--- src/hw/rtl/b64d_pkg.sv ---
// ----------------------------------------------------------------------------
// b64d_pkg
// Types, codes and lookup functions shared by the base64 text decoder.
// ----------------------------------------------------------------------------
package b64d_pkg;

  typedef enum logic [1:0] {
    ST_OK     = 2'd0,
    ST_LENGTH = 2'd1,
    ST_CHAR   = 2'd2,
    ST_PRINT  = 2'd3
  } status_t;

  typedef enum logic [1:0] {
    BC_NONE = 2'd0,
    BC_ONE  = 2'd1,
    BC_ESC  = 2'd2
  } byte_cnt_t;

  typedef struct packed {
    byte_cnt_t  cnt;
    logic [7:0] data;
    logic       has_status;
    status_t    status;
  } bundle_t;

  localparam logic [7:0] PAD_CHAR   = 8'h3D;
  localparam logic [7:0] QUOTE_CHAR = 8'h22;
  localparam logic [7:0] TAB_CHAR   = 8'h09;
  localparam logic [7:0] NL_CHAR    = 8'h0A;
  localparam logic [7:0] PRINT_LO   = 8'h20;
  localparam logic [7:0] PRINT_HI   = 8'h7E;

  // {valid, sextet}
  function automatic logic [6:0] sextet_of(input logic [7:0] ch);
    logic [6:0] r;
    r = 7'd0;
    if (ch >= 8'h41 && ch <= 8'h5A) begin
      r = {1'b1, 6'(ch - 8'h41)};
    end else if (ch >= 8'h61 && ch <= 8'h7A) begin
      r = {1'b1, 6'(ch - 8'h47)};
    end else if (ch >= 8'h30 && ch <= 8'h39) begin
      r = {1'b1, 6'(ch + 8'h04)};
    end else if (ch == 8'h2B) begin
      r = {1'b1, 6'h3E};
    end else if (ch == 8'h2F) begin
      r = {1'b1, 6'h3F};
    end
    return r;
  endfunction

  function automatic logic [7:0] esc_byte(input logic [1:0] idx);
    logic [7:0] r;
    case (idx)
      2'd0: r = 8'h5C;
      2'd1: r = 8'h78;
      default: r = 8'h32;
    endcase
    return r;
  endfunction

endpackage

--- src/hw/rtl/b64d_char_if.sv ---
// ----------------------------------------------------------------------------
// b64d_char_if
// Character channel: one base64 character per beat, with end-of-string flag.
// ----------------------------------------------------------------------------
interface b64d_char_if;
  logic       valid;
  logic       ready;
  logic [7:0] in_char;
  logic       in_last;

  modport source (output valid, output in_char, output in_last, input ready);
  modport sink (input valid, input in_char, input in_last, output ready);
endinterface

--- src/hw/rtl/b64d_res_if.sv ---
// ----------------------------------------------------------------------------
// b64d_res_if
// Result channel: decoded bytes and end-of-string status, one per beat.
// ----------------------------------------------------------------------------
interface b64d_res_if;
  logic       valid;
  logic       ready;
  logic       kind;
  logic [7:0] out_byte;
  logic [1:0] status;
  logic       run_last;

  modport source (output valid, output kind, output out_byte, output status,
                  output run_last, input ready);
  modport sink (input valid, input kind, input out_byte, input status,
                input run_last, output ready);
endinterface

--- src/hw/rtl/b64d_decode.sv ---
// ----------------------------------------------------------------------------
// b64d_decode
// Per-character decode: sextet lookup, bit accumulator, length and pad
// tracking, first-error capture; builds the result bundle for each beat.
// ----------------------------------------------------------------------------
module b64d_decode (
  input  logic              clk,
  input  logic              rst,
  input  logic              take,
  input  logic [7:0]        ch,
  input  logic              last,
  output b64d_pkg::bundle_t bundle,
  output logic              bundle_valid
);
  import b64d_pkg::*;

  logic [11:0] acc, acc_next;
  logic [2:0]  held, held_next;
  logic [1:0]  len_mod, len_mod_next;
  logic        len_four, len_four_next;
  logic [1:0]  pads, pads_next;
  status_t     err, err_next, err_fin;

  logic [6:0]  sx;
  logic [11:0] acc_shift;
  logic [3:0]  held_sum;
  logic [3:0]  held_sub;
  logic [7:0]  dec_byte;
  byte_cnt_t   cnt;

  always_comb begin
    sx            = sextet_of(ch);
    acc_shift     = {acc[5:0], sx[5:0]};
    held_sum      = {1'b0, held} + 4'd6;
    held_sub      = held_sum - 4'd8;
    dec_byte      = 8'(acc_shift >> held_sub[2:0]);
    len_mod_next  = len_mod + 2'd1;
    len_four_next = len_four | (len_mod_next == 2'd0);
    pads_next     = pads;
    err_next      = err;
    acc_next      = acc;
    held_next     = held;
    cnt           = BC_NONE;

    if (ch == PAD_CHAR) begin
      if (pads != 2'd3) pads_next = pads + 2'd1;
    end else if (!sx[6] || pads != 2'd0) begin
      if (err == ST_OK) err_next = ST_CHAR;
    end else if (err == ST_OK) begin
      acc_next = acc_shift;
      if (held_sum >= 4'd8) begin
        held_next = held_sub[2:0];
        if (dec_byte == QUOTE_CHAR) begin
          cnt = BC_ESC;
        end else if (dec_byte == TAB_CHAR || dec_byte == NL_CHAR ||
                     (dec_byte >= PRINT_LO && dec_byte <= PRINT_HI)) begin
          cnt = BC_ONE;
        end else begin
          err_next = ST_PRINT;
        end
      end else begin
        held_next = held_sum[2:0];
      end
    end

    err_fin = err_next;
    if (pads_next == 2'd3 && err_next == ST_OK) err_fin = ST_CHAR;

    bundle.cnt        = cnt;
    bundle.data       = dec_byte;
    bundle.has_status = last;
    bundle.status     = (len_mod_next != 2'd0 || !len_four_next) ? ST_LENGTH : err_fin;
    bundle_valid      = (cnt != BC_NONE) || last;
  end

  always_ff @(posedge clk) begin
    if (rst || (take && last)) begin
      acc      <= '0;
      held     <= '0;
      len_mod  <= '0;
      len_four <= 1'b0;
      pads     <= '0;
      err      <= ST_OK;
    end else if (take) begin
      acc      <= acc_next;
      held     <= held_next;
      len_mod  <= len_mod_next;
      len_four <= len_four_next;
      pads     <= pads_next;
      err      <= err_next;
    end
  end

endmodule

--- src/hw/rtl/b64d_emit.sv ---
// ----------------------------------------------------------------------------
// b64d_emit
// Holds one result bundle and drains it into the output register, one result beat
// per cycle while results are taken; takes the next bundle as this one finishes.
// ----------------------------------------------------------------------------
module b64d_emit (
  input  logic              clk,
  input  logic              rst,
  input  logic              load,
  input  b64d_pkg::bundle_t bundle,
  output logic              ready,
  b64d_res_if.source        dout
);
  import b64d_pkg::*;

  bundle_t    pend;
  logic       pend_valid;
  logic [2:0] idx;
  logic       out_valid;
  logic       out_kind;
  logic [7:0] out_data;
  logic [1:0] out_status;
  logic       out_last;

  logic [2:0] nbytes;
  logic [2:0] last_idx;
  logic       advance;
  logic       pend_done;
  logic       r_kind;
  logic [7:0] r_data;
  logic [1:0] r_status;

  always_comb begin
    case (pend.cnt)
      BC_ONE:  nbytes = 3'd1;
      BC_ESC:  nbytes = 3'd4;
      default: nbytes = 3'd0;
    endcase
    last_idx  = nbytes + {2'b00, pend.has_status} - 3'd1;
    advance   = pend_valid && (!out_valid || dout.ready);
    pend_done = advance && (idx == last_idx);
    ready     = !pend_valid || pend_done;
    if (idx < nbytes) begin
      r_kind   = 1'b0;
      r_data   = (pend.cnt == BC_ONE) ? pend.data : esc_byte(idx[1:0]);
      r_status = ST_OK;
    end else begin
      r_kind   = 1'b1;
      r_data   = 8'h00;
      r_status = pend.status;
    end
  end

  always_ff @(posedge clk) begin
    if (rst) begin
      pend_valid <= 1'b0;
      out_valid  <= 1'b0;
      idx        <= '0;
    end else begin
      if (load) begin
        pend_valid <= 1'b1;
      end else if (pend_done) begin
        pend_valid <= 1'b0;
      end
      if (advance) begin
        out_valid <= 1'b1;
        idx       <= pend_done ? 3'd0 : idx + 3'd1;
      end else if (dout.ready) begin
        out_valid <= 1'b0;
      end
    end
  end

  always_ff @(posedge clk) begin
    if (load) pend <= bundle;
    if (advance) begin
      out_kind   <= r_kind;
      out_data   <= r_data;
      out_status <= r_status;
      out_last   <= (idx == last_idx);
    end
  end

  assign dout.valid    = out_valid;
  assign dout.kind     = out_kind;
  assign dout.out_byte = out_data;
  assign dout.status   = out_status;
  assign dout.run_last = out_last;

endmodule

--- src/hw/rtl/base64_text_decoder.sv ---
// Path: a character's bundle is held in the emit stage, then registered at output.
// Throughput: one character per cycle while each yields at most one result and
// results are taken; a quote escape (four bytes) or an end-of-string status holds
// the next character until the single result register drains the bundle stage.
// Reset: synchronous; clears decoder state and empties both stages.
// ----------------------------------------------------------------------------
// base64_text_decoder
// Streaming base64 text decoder with printable check and quote escaping.
// ----------------------------------------------------------------------------
module base64_text_decoder (
  input logic         clk,
  input logic         rst,
  b64d_char_if.sink   chars,
  b64d_res_if.source  results
);
  import b64d_pkg::*;

  bundle_t bundle;
  logic    bundle_valid;
  logic    take;
  logic    emit_ready;

  assign chars.ready = emit_ready;
  assign take        = chars.valid && emit_ready;

  b64d_decode u_decode (
    .clk          (clk),
    .rst          (rst),
    .take         (take),
    .ch           (chars.in_char),
    .last         (chars.in_last),
    .bundle       (bundle),
    .bundle_valid (bundle_valid)
  );

  b64d_emit u_emit (
    .clk    (clk),
    .rst    (rst),
    .load   (take && bundle_valid),
    .bundle (bundle),
    .ready  (emit_ready),
    .dout   (results)
  );

endmodule

--- src/flat_wrapper.sv ---
// flat-port wrapper written by rule: the top's interface ports become plain ports
module base64_text_decoder_flat import b64d_pkg::*;
  (clk, rst, chars_valid, chars_in_char, chars_in_last, chars_ready, results_valid, results_kind, results_out_byte, results_status, results_run_last, results_ready);
  b64d_char_if chars_i ();
  b64d_res_if results_i ();
  input logic clk;
  input logic rst;
  input wire logic [$bits(chars_i.valid)-1:0] chars_valid;
  input wire logic [$bits(chars_i.in_char)-1:0] chars_in_char;
  input wire logic [$bits(chars_i.in_last)-1:0] chars_in_last;
  output wire logic [$bits(chars_i.ready)-1:0] chars_ready;
  output wire logic [$bits(results_i.valid)-1:0] results_valid;
  output wire logic [$bits(results_i.kind)-1:0] results_kind;
  output wire logic [$bits(results_i.out_byte)-1:0] results_out_byte;
  output wire logic [$bits(results_i.status)-1:0] results_status;
  output wire logic [$bits(results_i.run_last)-1:0] results_run_last;
  input wire logic [$bits(results_i.ready)-1:0] results_ready;
  assign chars_i.valid = chars_valid;
  assign chars_i.in_char = chars_in_char;
  assign chars_i.in_last = chars_in_last;
  assign chars_ready = chars_i.ready;
  assign results_valid = results_i.valid;
  assign results_kind = results_i.kind;
  assign results_out_byte = results_i.out_byte;
  assign results_status = results_i.status;
  assign results_run_last = results_i.run_last;
  assign results_i.ready = results_ready;
  base64_text_decoder u_core (.clk(clk), .rst(rst), .chars(chars_i), .results(results_i));
endmodule
--- config.mk ---
export PLATFORM = sky130hd
export DESIGN_NAME = base64_text_decoder_flat
export DESIGN_NICKNAME = d
export VERILOG_FILES = /design/src/hw/rtl/b64d_pkg.sv /design/src/hw/rtl/b64d_char_if.sv /design/src/hw/rtl/b64d_res_if.sv /design/src/hw/rtl/b64d_decode.sv /design/src/hw/rtl/b64d_emit.sv /design/src/hw/rtl/base64_text_decoder.sv /design/src/flat_wrapper.sv
export SDC_FILE = /design/constraint.sdc
export NUM_CORES = 1
export LEC_CHECK = 0
export ABC_CLOCK_PERIOD_IN_PS = 4900
export BUFFER_PORTS_ARGS = -buffer_cell sky130_fd_sc_hd__clkbuf_2
export CORE_MARGIN = 1.5
export CORE_UTILIZATION = 48
export DETAILED_ROUTE_END_ITERATION = 12
export GPL_ROUTABILITY_DRIVEN = 0
export GPL_TIMING_DRIVEN = 0
export PLACE_DENSITY = 0.67
export SETUP_SLACK_MARGIN = 0.15
export SYNTH_ARGS = -nofsm -noshare
export SYNTH_HDL_FRONTEND = slang
export SYNTH_SLANG_ARGS = --single-unit
--- constraint.sdc ---
create_clock -name clk -period 4.9 [get_ports clk]
set_clock_uncertainty 0.15 [all_clocks]
set_input_delay 0.245 -clock clk [delete_from_list [all_inputs] [get_ports clk]]
set_output_delay 0.245 -clock clk [all_outputs]
set_load 0.01 [all_outputs]
## Word-level counts from Yosys, hierarchy flattened

Cells that the tools add are included.

- Reduce and logical (&&, ||, !) cells: 32
- $lt $le $gt $ge: 10
- Eq/ne operators: 12
- Add/subtract/negate cells: 10
- Multiplexer cells: 31
- Shifts and indexed selects: 1
- Bitwise logic cells: 3

Operators with widths:

| operator | number |
|---|---|
| 7-bit 2-to-1 mux | 5 |
| 8-bit by 6-bit == test with 1-bit output (second input constant) | 4 |
| 2-bit 2-to-1 mux | 15 |
| 8-bit by 7-bit less-or-equal comparator with 1-bit output (second input constant) | 3 |
| 8-bit by 4-bit == test with 1-bit output (second input constant) | 2 |
| 8-bit by 6-bit >= comparator with 1-bit output (second input constant) | 2 |
| 8-bit by 7-bit >= comparator with 1-bit output (second input constant) | 2 |
| 7-bit case mux with 2 select lines | 1 |
| 12-bit by 3-bit >> shifter with 8-bit output | 1 |
| 1-bit logical AND | 10 |
| 2-bit nonzero test | 5 |
| 8-bit by 6-bit less-or-equal comparator with 1-bit output (second input constant) | 1 |
| 2-bit logical NOT | 4 |
| 1-bit logical OR | 8 |
| 8-bit 2-to-1 mux | 1 |
| 6-bit by 3-bit adder with 6-bit output (second input constant) | 1 |
| 1-bit 2-to-1 mux | 6 |
| 3-bit 2-to-1 mux | 2 |
| 3-bit case mux with 2 select lines | 1 |
| 3-bit by 1-bit subtractor with 3-bit output (second input constant) | 2 |
| 6-bit by 1-bit subtractor with 6-bit output (second input constant) | 1 |
| 6-bit by 3-bit subtractor with 6-bit output (second input constant) | 1 |
| 2-bit by 1-bit adder with 2-bit output (second input constant) | 2 |
| 3-bit by 3-bit adder with 4-bit output (second input constant) | 1 |
| other kinds (12) | 18 |

- Logic and storage cells: 116
- Register bits: 46

## Logic depth before layout (Yosys ltp)

- Depth in word-level cells: 20
- Gate-level depth with buffers: 14

## By module

A second synthesis with hierarchy kept.

- Cell total of the unflattened synthesis: 310
- Area total of the unflattened synthesis: 2951.6 um^2

By module, submodules not included:

| module | seq. area each (um^2) | area each (um^2) | instances | cells an instance |
|---|---|---|---|---|
| b64d_decode | 280.3 | 1714.1 | 1 | 219 |
| b64d_emit | 850.8 | 1224.9 | 1 | 89 |
| base64_text_decoder | 0.0 | 12.5 | 1 | 2 |

## Worst setup path after synthesis

No wires, ideal clock.

- Path kind: flip-flop to flip-flop
- From: register u_core.u_decode.held[1]
- To: register u_core.u_emit.pend[0] (netlist bit), enable pin
- Path slack: 1114 ps
- Required time: 4363 ps
- Stages on the path, launching flop included: 13
- Clock period less this slack: 3786 ps
- Data arrival time: 3249 ps
- Path through: dfxtp_1 clkbuf_1 inv_1 buf_2 ha_1 clkbuf_1 clkbuf_1 clkbuf_1 o21ai_0 o32ai_2 xor2_1 o2111ai_1 a21oi_1

RTL lines:

| what | RTL line | text |
|---|---|---|
| from (decl) | b64d_decode.sv:18 | `logic [2:0] held, held_next;` |
| from (signal assigned) | b64d_decode.sv:86 | `held <= held_next;` |
| to (signal assigned) | b64d_emit.sv:75 | `if (load) pend <= bundle;` |
| to (decl) | b64d_emit.sv:16 | `bundle_t pend;` |

==> flow_metrics.py <==
metrics = {
    "cells_and_area": {
        "drive_gt1_frac": 0.147,
        "final_util": 0.553,
        "antenna_cells": 0,
        "final.fill_count": 545,
        "num-nets-final": 390,
        "areaGrowthSynthToFinish_pct": 11.5,
        "seq_area_um2": 1130,
        "multi_input_area_um2": 1680,
    },
    "global_route": {
        "grt.overflow.total": 0,
        "grt_util_all_layers": 0.205,
        "antenna_found_initial": 0,
        "grt_max_degree": 16,
        "grt_pass1_wl_mm": 10.5,
        "grt_pass1_vias": 2225,
    },
    "yosys": {
        "synth_top_family_by_area": "compound AO/OA/AOI/OAI gates",
        "syn_area_um2": 2940,
        "synthArstFlopShare": 0,
        "yosys.area.top_type_share": 0.256,
        "synth_cells": 327,
        "synth-compound-area-share": 0.225,
        "yosys-top-cells-area": "edfxtp_1, dfxtp_1, ha_1",
        "synthTopCellsByCount": "nor2_1, edfxtp_1, nand2_1",
        "synth_xor_xnor_area_share": 0.0358,
        "ys_seq_area_frac": 0.385,
        "synth_top_flop_cell": "edfxtp_1",
        "avgSynthCellArea_um2": 8.98,
        "ys_ff_latch": 44,
        "synth_adder_area_share": 0.0724,
        "yosysMostFrequentCell": "nor2_1",
        "synth_cell_type_count": 62,
        "synth.mux.area_fraction": 0.0145,
        "synth-simple-area-share": 0.223,
        "synth_edf_count": 25,
        "syn-num-nets": 357,
        "synth.largest_area_cell": "edfxtp_1",
        "yosysWarningCount": 0,
    },
    "clock_tree": {
        "cts.sinks": 44,
        "cts-buffers-inserted": 5,
        "cts_tree": "built",
        "htree_levels": 2,
        "cts-root-buf": "clkbuf_8",
        "cts_buffer_depth": 2,
        "insertion_delay_ps": 300,
        "ctsHoldBuffers": 0,
        "clk_pin_slew_ps": 90,
    },
    "critical_path": {
        "cp.arrival_ps": 4160,
        "cp-start-kind": "flop",
        "path_cells": "clkbuf_1, inv_1, buf_2, ha_1, clkbuf_1, clkbuf_1, clkbuf_1, o21ai_0, o32ai_2, xor2_1, o2111ai_1, a21oi_2",
        "path_class": "flop to flop",
        "path_delay_family": "buffers and inverters",
        "crit_top_cell": "clkbuf_1",
        "path_buf_inv": 6,
        "slowest_stage": "a21oi_2",
        "end_kind": "flop",
        "crit_required_ps": 4690,
        "critPathMaxFanout": 13,
        "critPathMaxStageDelay_ps": 580,
    },
    "floorplanning": {
        "start_util": 0.496,
        "die_area_um2": 6600,
        "ios": 27,
        "die_w_um": 81.2,
        "core_um2": 5920,
        "fp.dieH_um": 81.2,
        "rows": 28,
    },
    "sta": {
        "hold_ws_ps": 27.1,
        "worst_pin_slew_ps": 709,
        "finalHoldViolations": 0,
        "fin_crit_ps": 4370,
        "setup_ws_ps": 533,
        "finalMaxSlewViolations": 0,
        "min_period_over_period": 0.891,
        "max_slew_margin": 0.523,
        "rsz0062_at_grt": "false",
        "setup_viol": 0,
        "fmax_mhz": 229,
        "setup_tns_ps": 0,
    },
    "power": {
        "pwr_density_cell_nw_per_um2": 259,
        "ir_worst_vdd_v": 0.000113,
        "fin_total_pwr_uw": 848,
        "leakage_uw": 0.00137,
    },
    "run": {
        "cap_viol_max_count": 0,
    },
    "routing": {
        "vias_per_cell": 5.78,
        "wl_per_cell_um": 14.6,
        "vias": 2519,
        "remaining_drc_errors": 0,
        "firstDrtPassIters": 4,
        "ant_nets": 0,
        "drtIter0Drc": 121,
        "totalWireLength_mm": 6.37,
    },
    "hold_path": {
        "hold_path_class": "primary input to flop",
    },
    "placed_design": {
        "port-buffer-count": 26,
        "hpwl_mm": 4.94,
        "pre_cts_ws_ps": 251,
    },
    "outcome": {
        "status": "completed",
    },
}
==> final cells by class <==
class,instances,area share
Multi-Input combinational cell,250,0.513
Inverter,22,0.0252
Clock buffer,6,0.0287
Sequential cell,44,0.345
Tap cell,75,0.0287
Clock inverter,2,0.00497
Timing Repair Buffer,26,0.0397
Buffer,11,0.0141
==> cell usage in the layout (no fill, tap or decap), types with 3 or more instances in the layout <==
cell      instances
a211oi_1          9
a21o_1            3
a21oi_1          22
a31oi_1           6
a41o_1            3
a41oi_1           4
and2_1            6
and3_1           11
buf_2             4
clkbuf_1          7
clkbuf_2         26
clkbuf_8          5
dfxtp_1          19
edfxtp_1         25
ha_1             17
inv_1            22
nand2_1          25
nand2b_1          5
nand3_1          12
nand4_1           6
nor2_1           36
nor2b_1           7
nor3_1            4
o211a_1           4
o21ai_0          12
o31ai_1           3
or3_1             3
xnor2_1           7
xor2_1            5
==> metrics by stage <==
step / cells / area, µm²
finish: 436 / 3270
detailed placement: 428 / 3160
global route: 436 / 3270
floorplan: 327 / 2940
CTS: 436 / 3270
global placement: 428 / 3160
==> repair_timing <==
action / 4_1_cts / 5_1_grt
buffers inserted: 0 / 0
gates resized for setup: 0 / 1
endpoints found under the setup margin: 0 / 13
==> worst register-to-register path: stages (launching register included) <==
cell	delay (ps)
dfxtp_1	310
clkbuf_1	340
inv_1	120
buf_2	220
ha_1	300
clkbuf_1	300
clkbuf_1	410
clkbuf_1	430
o21ai_0	180
o32ai_2	250
xor2_1	230
o2111ai_1	190
a21oi_2	580
==> final timing paths <==
path                              startpoint                         end  slack [ps]  depth (start not counted)
hold / removal                 chars_in_last       u_core.u_emit.pend[2]          30                          1
setup / recovery     u_core.u_decode.held[1]       u_core.u_emit.pend[5]         530                         12
setup reg to reg     u_core.u_decode.held[1]       u_core.u_emit.pend[5]         530                         12
hold reg to reg   u_core.u_decode.len_mod[1]  u_core.u_decode.len_mod[1]         310                          2
==> registers in the layout (all words and copies together) (netlist names), 3 cells and up <==
name and count:
u_core.u_decode.acc 6, u_core.u_emit.dout.out_byte 8, u_core.u_emit.idx 3, u_core.u_emit.pend 13
==> where the power goes <==
| part | switching, µW | total, µW | internal, µW |
|---|---|---|---|
| combinational | 106 | 165 | 58.6 |
| clock | 134 | 267 | 133 |
| sequential | 7.43 | 416 | 408 |
==> routing by layer <==
layer / track usage / share of wire / vias up
met5: 0 / 0 / -
met4: 0.0672 / 0.015 / 0
met3: 0.0292 / 0.033 / 11
met2: 0.374 / 0.52 / 57
met1: 0.246 / 0.43 / 1170
li1: - / - / 1281
==> logic make-up (layout without fill, tap and decap cells) <==
| logic type | after synthesis | in the layout |
|---|---|---|
| flops | 44 | 44 |
| simple gates | 126 | 126 |
| fa+ha+maj | 17 | 17 |
| compound gates | 91 | 91 |
| mux | 4 | 4 |
| xor+xnor | 12 | 12 |
| buf+inv | 33 | 67 |
Note: power is estimated with default switching activity, not from simulation.
